[config.mk]
export PLATFORM = sky130hd
export DESIGN_NAME = ffpa_ram
export DESIGN_NICKNAME = d
export VERILOG_FILES = /design/src/sv/ffpa_ram.sv
export SDC_FILE = /design/constraint.sdc
export NUM_CORES = 1
export LEC_CHECK = 0
export BUFFER_PORTS_ARGS = -buffer_cell sky130_fd_sc_hd__buf_2
export CORE_ASPECT_RATIO = 1.25
export CORE_MARGIN = 2
export CORE_UTILIZATION = 42
export DETAILED_ROUTE_END_ITERATION = 7
export PLACE_DENSITY = 0.65
export SYNTH_ARGS = -nofsm -noshare
export SYNTH_HDL_FRONTEND = slang
export SYNTH_SLANG_ARGS = --single-unit
[constraint.sdc]
create_clock -name clk -period 4.69 [get_ports clk]
set_input_delay 0.938 -clock clk [delete_from_list [all_inputs] [get_ports clk]]
set_output_delay 0.938 -clock clk [all_outputs]
set_load 0.01 [all_outputs]
[src/sv/ffpa_ram.sv]
// Generic RAM with one write port and one read port, with registered read data.
module ffpa_ram #(
  parameter int Width = 8,
  parameter int Depth = 16
) (
  input  logic                     clk,
  input  logic                     we,
  input  logic [$clog2(Depth)-1:0] waddr,
  input  logic [Width-1:0]         wdata,
  input  logic [$clog2(Depth)-1:0] raddr,
  output logic [Width-1:0]         rdata
);
  logic [Width-1:0] mem [Depth];

  always_ff @(posedge clk) begin
    if (we) begin
      mem[waddr] <= wdata;
    end
    rdata <= mem[raddr];
  end
endmodule

==> flow_summary.toml <==
[run_status]
run_status = "complete, no violations"

[synthesis]
ys.warnings.count = 0
ys_ff_latch = 136
synthTopCellsByArea = "edfxtp_1 75%, mux4_2 7.9%, mux4_1 7.1%, dfxtp_1 3.1%, a22oi_1 2.3%"
synth_top_cell_by_area = "edfxtp_1"
avgSynthCellArea_sq_um = 22.48
syn_area_sq_um = 5147
synth_nets = 247
yosysSeqAreaShare_pct = 77.78
synth_cells = 229
yosysTopAreaCellShare_pct = 74.67
synth.distinct_cells = 19

[route]
dr.pass1.iters = 4
topRoutingLayerUsed = "met4"
vias = 2352
drt-vias-per-instance = 5.309
wl_met1_um = 4030
wl_um = 9663
wl_per_cell_um = 21.81
drt_iter0_drc = 196
wl_met2_um = 4949
drc = 0
wl_met3_um = 510
antenna_left = 0

[setup_path]
worstSetupPathType = "input pin to flop"
path_buf_inv = 1
cp_slowest_stage_delay_ns = 0.79
worst_ep_required_time_ns = 4.98
setup.worst_path.start_class = "input pin"
worstRegToRegCells = 3
r2r_slack_ns = 3.36
path_max_fanout = 32
cpMaxStageDelayCell = "buf_2"
critical_path_depth = 4
crit_chain = "buf_2 > mux4_1 > a22oi_1 > nand2_1"
cp_top_family = "buffers and inverters"
worstSetupEndpointType = "flop"
cp_data_arrival_time_ns = 2.76

[power_and_ir_drop]
p_clk_share_pct = 47.3
pwr-share-seq_pct = 48.5
intPower_mw = 2.279
netSwitchingFraction_pct = 19.19
switchingPower_mw = 0.5413
peakVddDrop_mv = 0.2397
power.total_mw = 2.820
p_per_area_nw_per_um2 = 468.7
combPwrFrac_pct = 4.2
power_leakage_nw = 2.012

[cts]
cts_sinks = 136
cts_tree = "yes"
cts_setup_buffers = 0
ctsHoldBuffers = 0
clk_pin_slew_worst_paths_ns = 0.06
cts_resized = 0
htreeDepth = 4
clk_latency_ns = 0.41
clockBufferDepth = 2
cts_root_buf = "clkbuf_16"
cts_buffers = 17

[floorplan]
core_sq_um = 12050
die-area_sq_um = 13160
io_pins = 26
num_rows = 45
chipHeight_um = 127.8
die_width_um = 103.0
start_util_pct = 42.72

[min_path]
holdCritPathClass = "flop to flop"
holdPathStages = 3

[placed_design]
hpwl_um = 5762
place_area_sq_um = 5414
gp_congestion = 0.7034
dp_cells = 411
io_buffers = 25

[sta]
tightest_slew_ns = 1.064
min_period_ns = 2.470
rsz0062_at_grt = "false"
hold_viol_final = 0
finalCritPeriodShare_pct = 52.67
max_freq_ghz = 0.4048
slew_viol_final = 0
fin_tns_setup_ns = 0
finalSetupViolations = 0
slew_headroom_pct = 29.08
skew_ns = 0.006384

[final_layout]
area_growth_syn_to_layout_pct = 16.89
fill_cells = 1008
final_cell_mix = "128 x edfxtp_1, 25 x buf_2, 18 x mux4_2"
fin_cells = 443
final_area_sq_um = 6017
diodes = 0
nets = 284
final_layout_size_suffix_gt1_share_pct = 27.60
final_common_cell = "edfxtp_1"

[global_route]
grt_usage_pct = 16.46
grt-ovfl-total = 0
grt_pass1_wl_um = 14790
grt_max_degree = 33
antenna_found_initial = 0
grt_pass1_vias = 2543

[run]
cap_violations = 0
## layer usage
| metal | up-vias | GRT usage (%) |
|---|---|---|
| met5 | - | 0 |
| met2 | 65 | 25.78 |
| met3 | 12 | 4.798 |
| met4 | 0 | 7.198 |
| met1 | 1224 | 21.41 |
| li1 | 1051 | - |
## path summary, 6_finish.rpt
kind / from / to
setup / recovery: raddr[0] / rdata[5]
hold reg to reg: mem[12][3] / rdata[3]
setup reg to reg: mem[1][5] / rdata[5]
hold / removal: mem[12][3] / rdata[3]
## per-stage QoR
stage          util, %  worst slack [ns]  hold slack (ns)
6_report         49.94             2.220           0.6672
5_1_grt          49.94             1.986           0.7052
4_1_cts          49.90             2.097           0.6730
3_5_place_dp     44.93             1.669           0.6599
3_3_place_gp     44.93             1.670           0.6573
2_1_floorplan        -             2.259           0.6293
## worst register-to-register path, stage by stage (launching register included)
cell and delay [ns]:
edfxtp_1 0.35, mux4_1 0.50, a22oi_1 0.28, nand2_1 0.09
## cell type report
class | count | area, sq um | share of cell area (%)
tap | 164 | 205.2 | 3.410
multi-input combinational | 83 | 1062 | 17.65
clock buffer | 22 | 474.2 | 7.881
sequential | 136 | 4004 | 66.54
timing repair buffer | 28 | 147.6 | 2.454
clock inverter | 10 | 123.9 | 2.059
## sequential cells by signal (all words and copies together) (netlist names)
register and flops:
mem 128, rdata 8
## power groups by stage
stage          Clock [mW]  Combinational (mW)  Sequential (mW)
4_1_cts              1.34               0.122             1.37
5_1_grt              1.40               0.131             1.37
6_report             1.33               0.119             1.37
3_3_place_gp            0               0.118             1.39
3_5_place_dp            0               0.121             1.39
2_1_floorplan           0              0.0690             1.39
## Yosys cell counts
cell / number
nor2b_1: 1
edfxtp_1: 128
nand3b_1: 2
buf_6: 3
nor3_1: 4
nand2b_1: 2
buf_2: 3
nand2_1: 9
dfxtp_1: 8
and2_1: 1
mux4_2: 18
nor2_1: 13
clkdlybuf4s25_2: 3
or3b_2: 1
a22oi_1: 16
nand3_1: 1
and2b_1: 1
buf_4: 1
mux4_1: 14
## logic make-up (layout without fill, tap and decap cells)
family	count (synthesis)	after routing	synth area share (%)
AOI/OAI and AO/OA	16	16	2.334
muxes	32	32	15.02
DFF	136	136	77.78
buffers and inverters	10	60	1.677
and+or+nand+nor	35	35	3.184
Power figures use the tool's default switching activity.
